## src/hdl/pgd_pkg.sv

```systemverilog
// pgd_pkg: shared types and constants for the gyro-damped positional pid core
// register index codes, configuration struct, fixed widths and saturation limits
// no dependencies
package pgd_pkg;

  localparam int CFG_IDX_W  = 3;
  localparam int CFG_DATA_W = 17;

  typedef enum logic [CFG_IDX_W-1:0] {
    REG_GAIN_P        = 3'd0,
    REG_GAIN_I        = 3'd1,
    REG_GAIN_D        = 3'd2,
    REG_RATE_OFFSET   = 3'd3,
    REG_RATE_DEADBAND = 3'd4
  } cfg_idx_t;

  typedef struct packed {
    logic signed [15:0] gain_p;
    logic signed [15:0] gain_i;
    logic signed [15:0] gain_d;
    logic signed [16:0] rate_offset;
    logic        [15:0] rate_deadband;
  } cfg_t;

  localparam logic signed [16:0] RATE_OFFSET_RST   = 17'sd1639;
  localparam logic        [15:0] RATE_DEADBAND_RST = 16'd1280;

  localparam logic signed [31:0] INT32_MAX = 32'sh7fff_ffff;
  localparam logic signed [31:0] INT32_MIN = 32'sh8000_0000;

endpackage

```

## src/hdl/pgd_cfg.sv

```systemverilog
// pgd_cfg: configuration register file of the gyro-damped pid core
// decodes register index writes into a cfg_t struct; depends on pgd_pkg
module pgd_cfg import pgd_pkg::*; (
  input  logic                  clk,
  input  logic                  rst_n,
  input  logic                  wr_en,
  input  logic [CFG_IDX_W-1:0]  wr_index,
  input  logic [CFG_DATA_W-1:0] wr_data,
  output cfg_t                  cfg
);

  cfg_t cfg_r;
  cfg_t cfg_nxt;

  always_comb begin
    cfg_nxt = cfg_r;
    if (wr_en) begin
      unique case (cfg_idx_t'(wr_index))
        REG_GAIN_P:        cfg_nxt.gain_p        = $signed(wr_data[15:0]);
        REG_GAIN_I:        cfg_nxt.gain_i        = $signed(wr_data[15:0]);
        REG_GAIN_D:        cfg_nxt.gain_d        = $signed(wr_data[15:0]);
        REG_RATE_OFFSET:   cfg_nxt.rate_offset   = $signed(wr_data);
        REG_RATE_DEADBAND: cfg_nxt.rate_deadband = wr_data[15:0];
        default:           cfg_nxt = cfg_r;
      endcase
    end
  end

  always_ff @(posedge clk) begin
    if (!rst_n) begin
      cfg_r.gain_p        <= '0;
      cfg_r.gain_i        <= '0;
      cfg_r.gain_d        <= '0;
      cfg_r.rate_offset   <= RATE_OFFSET_RST;
      cfg_r.rate_deadband <= RATE_DEADBAND_RST;
    end else begin
      cfg_r <= cfg_nxt;
    end
  end

  assign cfg = cfg_r;

endmodule

```

## src/hdl/pgd_intg.sv

```systemverilog
// pgd_intg: saturating signed 32-bit error integral
// updated once per input transfer; depends on pgd_pkg
module pgd_intg import pgd_pkg::*; (
  input  logic               clk,
  input  logic               rst_n,
  input  logic               load,
  input  logic signed [16:0] err,
  output logic signed [31:0] sum,
  output logic               sat
);

  logic signed [31:0] esum_r;
  logic signed [31:0] esum_nxt;
  logic signed [32:0] wide;

  always_comb begin
    wide = 33'(esum_r) + 33'(err);
    sat  = 1'b0;
    priority if (!wide[32] && wide[31]) begin
      esum_nxt = INT32_MAX;
      sat      = 1'b1;
    end else if (wide[32] && !wide[31]) begin
      esum_nxt = INT32_MIN;
      sat      = 1'b1;
    end else begin
      esum_nxt = wide[31:0];
    end
  end

  always_ff @(posedge clk) begin
    if (!rst_n) begin
      esum_r <= '0;
    end else if (load) begin
      esum_r <= esum_nxt;
    end
  end

  assign sum = esum_nxt;

endmodule

```

## src/hdl/positional_pid_gyro_damped_core.sv

```systemverilog
// positional_pid_gyro_damped_core: top level of the gyro-damped positional pid
// four-register pipeline around pgd_cfg and pgd_intg; depends on pgd_pkg
//
// usage
//   input channel: in_valid/in_stall with setpoint, measured and yaw rate.
//   an item transfers on a rising edge with in_valid high and in_stall low.
//   result channel: out_valid/out_stall with drive and saturated flag.
//   config channel: cfg_valid/cfg_ready with register index and data;
//   cfg_ready is always high, unknown indexes are dropped. write only when
//   the block is idle.
//   order: the input transfer passes the input stage, multiplier stage,
//   reciprocal stage and output register before out_valid rises; the
//   integral is updated in the transfer cycle itself. throughput: one item
//   per cycle while out_stall is low, set by the four pipeline registers.
//   a stalled receiver holds the output; earlier stages keep filling and
//   in_stall rises only when all four stages hold items.
//   reset clears all stage valid bits, the integral and the registers to
//   their defaults.
module positional_pid_gyro_damped_core import pgd_pkg::*; (
  input  logic                  clk,
  input  logic                  rst_n,
  input  logic                  in_valid,
  output logic                  in_stall,
  input  logic signed [15:0]    in_setpoint,
  input  logic signed [15:0]    in_measured,
  input  logic signed [19:0]    in_yaw_rate,
  output logic                  out_valid,
  input  logic                  out_stall,
  output logic signed [31:0]    out_drive,
  output logic                  out_saturated,
  input  logic                  cfg_valid,
  output logic                  cfg_ready,
  input  logic [CFG_IDX_W-1:0]  cfg_index,
  input  logic [CFG_DATA_W-1:0] cfg_wdata
);

  localparam logic [30:0] RECIP_100 = 31'd1374389535;
  localparam logic [29:0] DIV_BIAS  = 30'd419430400;
  localparam logic signed [24:0] QUOT_BIAS = 25'sd4194304;

  cfg_t cfg;

  logic accept;
  logic adv1, adv2, adv3, adv4;

  logic v1_r, v2_r, v3_r, out_valid_r;

  logic signed [16:0] err;
  logic signed [31:0] isum;
  logic               isat;
  logic signed [20:0] rate_raw;
  logic        [20:0] rate_mag;
  logic signed [20:0] rate_cor;

  logic signed [16:0] s1_err_r;
  logic signed [31:0] s1_sum_r;
  logic signed [20:0] s1_rate_r;
  logic               s1_sat_r;

  logic signed [32:0] prod_p;
  logic signed [47:0] prod_i;
  logic signed [36:0] prod_d;
  logic signed [48:0] s2_a_nxt;
  logic signed [48:0] s2_a_r;
  logic signed [28:0] s2_x_r;
  logic               s2_sat_r;

  logic [29:0]        div_in;
  logic [60:0]        div_prod;
  logic [23:0]        div_q;
  logic signed [23:0] s3_qd_nxt;
  logic signed [48:0] s3_a_r;
  logic signed [23:0] s3_qd_r;
  logic               s3_sat_r;

  logic signed [49:0] total;
  logic signed [49:0] floored;
  logic               ovf_hi, ovf_lo;
  logic signed [31:0] drive_nxt;
  logic signed [31:0] drive_r;
  logic               sat_r;

  pgd_cfg u_cfg (
    .clk      (clk),
    .rst_n    (rst_n),
    .wr_en    (cfg_valid),
    .wr_index (cfg_index),
    .wr_data  (cfg_wdata),
    .cfg      (cfg)
  );

  assign cfg_ready = 1'b1;

  // stage flow control, bubbles collapse
  assign adv4     = !out_valid_r || !out_stall;
  assign adv3     = !v3_r || adv4;
  assign adv2     = !v2_r || adv3;
  assign adv1     = !v1_r || adv2;
  assign in_stall = !adv1;
  assign accept   = in_valid && adv1;

  // input stage: error, integral, rate correction
  assign err = 17'(in_setpoint) - 17'(in_measured);

  pgd_intg u_intg (
    .clk   (clk),
    .rst_n (rst_n),
    .load  (accept),
    .err   (err),
    .sum   (isum),
    .sat   (isat)
  );

  always_comb begin
    rate_raw = 21'(in_yaw_rate) + 21'(cfg.rate_offset);
    rate_mag = rate_raw[20] ? 21'(-rate_raw) : 21'(rate_raw);
    rate_cor = (rate_mag <= 21'(cfg.rate_deadband)) ? '0 : rate_raw;
  end

  always_ff @(posedge clk) begin
    if (adv1) begin
      s1_err_r  <= err;
      s1_sum_r  <= isum;
      s1_rate_r <= rate_cor;
      s1_sat_r  <= isat;
    end
  end

  // multiplier stage
  always_comb begin
    prod_p   = 33'(cfg.gain_p) * 33'(s1_err_r);
    prod_i   = 48'(cfg.gain_i) * 48'(s1_sum_r);
    prod_d   = 37'(cfg.gain_d) * 37'(s1_rate_r);
    s2_a_nxt = 49'(prod_p) + 49'(prod_i);
  end

  always_ff @(posedge clk) begin
    if (adv2) begin
      s2_a_r   <= s2_a_nxt;
      s2_x_r   <= 29'(prod_d >>> 8);
      s2_sat_r <= s1_sat_r;
    end
  end

  // floor divide of the damping term by 100 via biased reciprocal multiply
  always_comb begin
    div_in    = 30'(31'(s2_x_r) + 31'(DIV_BIAS));
    div_prod  = 61'(div_in) * 61'(RECIP_100);
    div_q     = div_prod[60:37];
    s3_qd_nxt = 24'($signed({1'b0, div_q}) - QUOT_BIAS);
  end

  always_ff @(posedge clk) begin
    if (adv3) begin
      s3_a_r   <= s2_a_r;
      s3_qd_r  <= s3_qd_nxt;
      s3_sat_r <= s2_sat_r;
    end
  end

  // output stage: sum, floor by 2^8, clamp
  always_comb begin
    total   = 50'(s3_a_r) + 50'(s3_qd_r);
    floored = total >>> 8;
    ovf_hi  = !floored[49] && (|floored[48:31]);
    ovf_lo  = floored[49] && !(&floored[48:31]);
    priority if (ovf_hi) begin
      drive_nxt = INT32_MAX;
    end else if (ovf_lo) begin
      drive_nxt = INT32_MIN;
    end else begin
      drive_nxt = floored[31:0];
    end
  end

  always_ff @(posedge clk) begin
    if (adv4) begin
      drive_r <= drive_nxt;
      sat_r   <= s3_sat_r || ovf_hi || ovf_lo;
    end
  end

  always_ff @(posedge clk) begin
    if (!rst_n) begin
      v1_r        <= 1'b0;
      v2_r        <= 1'b0;
      v3_r        <= 1'b0;
      out_valid_r <= 1'b0;
    end else begin
      if (adv1) v1_r <= accept;
      if (adv2) v2_r <= v1_r;
      if (adv3) v3_r <= v2_r;
      if (adv4) out_valid_r <= v3_r;
    end
  end

  assign out_valid     = out_valid_r;
  assign out_drive     = drive_r;
  assign out_saturated = sat_r;

endmodule

```

## config.mk

```make
export PLATFORM = sky130hd
export DESIGN_NAME = positional_pid_gyro_damped_core
export DESIGN_NICKNAME = d
export VERILOG_FILES = /design/src/hdl/pgd_pkg.sv /design/src/hdl/pgd_cfg.sv /design/src/hdl/pgd_intg.sv /design/src/hdl/positional_pid_gyro_damped_core.sv
export SDC_FILE = /design/constraint.sdc
export NUM_CORES = 2
export LEC_CHECK = 0
export ABC_AREA = 1
export BUFFER_PORTS_ARGS = -buffer_cell sky130_fd_sc_hd__buf_4
export CORE_ASPECT_RATIO = 1.25
export CORE_MARGIN = 5
export CORE_UTILIZATION = 30
export CTS_CLUSTER_DIAMETER = 40
export DETAILED_ROUTE_END_ITERATION = 6
export MAX_ROUTING_LAYER = met4
export PLACE_DENSITY = 0.5
export SLEW_MARGIN = 10
export SYNTH_ARGS = -nofsm -noshare
export SYNTH_HDL_FRONTEND = slang
export SYNTH_SLANG_ARGS = --single-unit
```

## constraint.sdc

```tcl
create_clock -name clk -period 23 [get_ports clk]
set_input_delay 4.6 -clock clk [delete_from_list [all_inputs] [get_ports clk]]
set_output_delay 4.6 -clock clk [all_outputs]
set_load 0.02 [all_outputs]
```

==> metrics.cfg <==
[placement]
port_buffers=111
postPlaceCellArea_um2=83100
gp_congestion=0.946
place_hpwl_um=205000

[clocking]
cts-root-buf=clkbuf_16
hold_buffers=0
numCtsBuffers=57
cts_tree=built
cts-htree-levels=2
cts.sinks=374
clkLatencyLatePin_ns=0.68
cts.reportedPaths.clkPinSlew_ns=0.06
post_cts_buffers=0
cts-resized-gates=0
max-clock-path-buffers=3

[worst_setup_path]
path_cells=buf_4 -> nand2_2 -> buf_4 -> nor2_1 -> inv_2 -> nor2_1 -> clkinv_2 -> nor2_1 -> buf_4
reg2reg_depth=35
critical_path_buf_inv_count=5
start_kind=input pin
worstPathMaxFanout=35
crit_cells=9
arrival_ns=6.81
end_kind=primary output
crit_type=input pin to primary output
critPathMaxStageDelay_ns=0.53
crit_family=buffers and inverters
cpMaxStageDelayCell=nor2_1
critPathRequiredTime_ns=18.40

[synthesis]
yosysSeqAreaShare=0.128
yosysTopAreaCell=fa_1
synth_compound_area_frac=0.0549
ys_top_cells_by_area=fa_1, inv_1, ha_1, edfxtp_1, nand2_1
synth_top_area_frac=0.393
yosysUniqueCellTypes=51
ys_seq_elements=374
netlist_area_um2=78400
synth_fa_ha_area_frac=0.512
synth_top_family_by_area=adder cells
ys_warn_count=0
ys.flop_type=edfxtp_1
synthMuxAreaShare=0
synth-edff-count=257
syn_inst=9309
synth-simple-area-share=0.145
synth_nets=11675
synthArstFlopShare=0
avgSynthCellArea_um2=8.43
synth-xor-area-share=0.0226

[cells_and_area]
final_common_cell=inv_1
design_area_um2=85100
fin_nets=11645
final_cell_mix=inv_1, nand2_1, fa_1
num-fill-cells=27665
drive_above_1_share=0.0421
syn_to_final_growth_pct=8.44

[grt]
grt_max_degree=105
met1_usage=0.225
grt_pass1_wl_um=376000
met2_usage=0.323
grt_pass1_vias=64736
overflow=0
grt_util_met3=0.0167
grt_use_total=0.183
top_usage_layer=met2
antenna_found_initial=7

[detailed_routing]
wire_per_inst_um=18.6
drt_iter0_drc=2967
vias=58308
drt-pass1-iter-count=5
wl_um=238000
viasPerCell=4.54
drc=0
ant_nets=0

[timing]
hold_slack_ns=0.383
max_freq_mhz=87.6
skew_ns=0.0372
layout_min_cycle_time_ns=11.41
worst_pin_slew_ns=1.24
relSlewSlack=0.171
finalMaxSlewViolations=0
tns_ns=0
setup_viol=0
rsz0062_at_grt=false
finalCritPeriodShare=0.496
hold_viol=0

[floorplanning]
die_height_um=582
dieArea_um2=272000
fp-row-count=210
start_util=0.300
io_pins=113
core_um2=261000
die_w_um=467

[run_status]
outcome=complete, no violations

[job]
cap_violations=0

[min_path]
worstHoldPathCells=0
hold_class=flip-flop to flip-flop

worst register-to-register path: cells and delay by family, from the launching register on:
| kind | cells | cell delay [ns] |
|---|---|---|
| adder cells (fa/ha/maj) | 10 | 4.35 |
| flip-flops | 1 | 0.66 |
| AND/OR/NAND/NOR | 14 | 1.94 |
| AO/OA/AOI/OAI | 2 | 0.51 |
| XOR/XNOR | 1 | 0.51 |
| buffers and inverters | 8 | 0.72 |
synth_stat cells, types with 7 or more instances:
library cell	number
buf_2	7
xnor2_1	63
o211ai_1	11
or2_2	57
nor4_1	17
a211oi_1	7
nand2_2	15
clkbuf_1	240
xor2_1	139
inv_1	2580
a21boi_0	7
inv_2	10
nor2_2	21
o21bai_1	52
edfxtp_1	257
nand4_1	53
nand3_1	155
nand2_1	1955
o21a_1	25
and3_1	8
a21oi_1	325
ha_1	751
dfxtp_1	117
fa_1	1538
o21ai_0	257
nor2_1	481
a31oi_1	32
nor3_1	37
nand3b_1	14
a21o_1	30
cells by family (layout without fill, tap and decap cells):
family,after synthesis,count (layout)
xor+xnor,202,202
simple gates,2823,2823
flops,374,374
buf+inv,2850,2869
other cells,1,8
compound gates,770,770
fa+ha+maj,2289,2289
registers in the layout (all words and copies together), names as in the netlist:
signal,flops
out_saturated,1
s3_sat_r,1
u_intg.esum_r,32
s3_a_r,49
s1_err_r,17
s2_a_r,49
out_drive,32
s2_sat_r,1
u_cfg.cfg,81
out_valid,1
v3_r,1
v1_r,1
v2_r,1
s2_x_r,29
s1_sum_r,32
s1_rate_r,21
s1_sat_r,1
s3_qd_r,24
layout make-up:
cell class / instances / area (um^2) / area share
Clock inverter: 46 / 533 / 0.00627
Multi-Input combinational cell: 6085 / 57600 / 0.678
Tap cell: 3498 / 4380 / 0.0515
Timing Repair Buffer: 167 / 1250 / 0.0147
Inverter: 2594 / 9740 / 0.114
Sequential cell: 374 / 10100 / 0.118
Clock buffer: 62 / 1450 / 0.0170
Antenna cell: 7 / 17.5 / 0.000206
metal layers:
layer  part of all wire  vias to the layer above
li1                   -                    27410
met1               0.43                    29365
met2               0.51                     1194
met3              0.037                      339
met4              0.029                        0
met5                  0                        -
stage by stage:
stage,utilization,setup slack (ns),cells
after floorplan,-,9.32,9309
after global placement,0.318,11.46,12718
after detailed placement,0.318,11.48,12718
after CTS,0.326,11.49,12826
after global routing,0.326,11.41,12832
final,0.326,11.59,12833
path summary, 6_finish.rpt:
path              startpoint          end  slack, ns
setup / recovery   out_stall     in_stall      11.59
hold / removal    s2_a_r[32]   s3_a_r[32]       0.38
setup reg to reg  s2_x_r[24]  s3_qd_r[21]      14.11
hold reg to reg   s2_a_r[32]   s3_a_r[32]       0.38
Power is left out: the tool's default activity adds up to more than one toggle a clock period on the data nets, which glitch-free logic cannot reach.
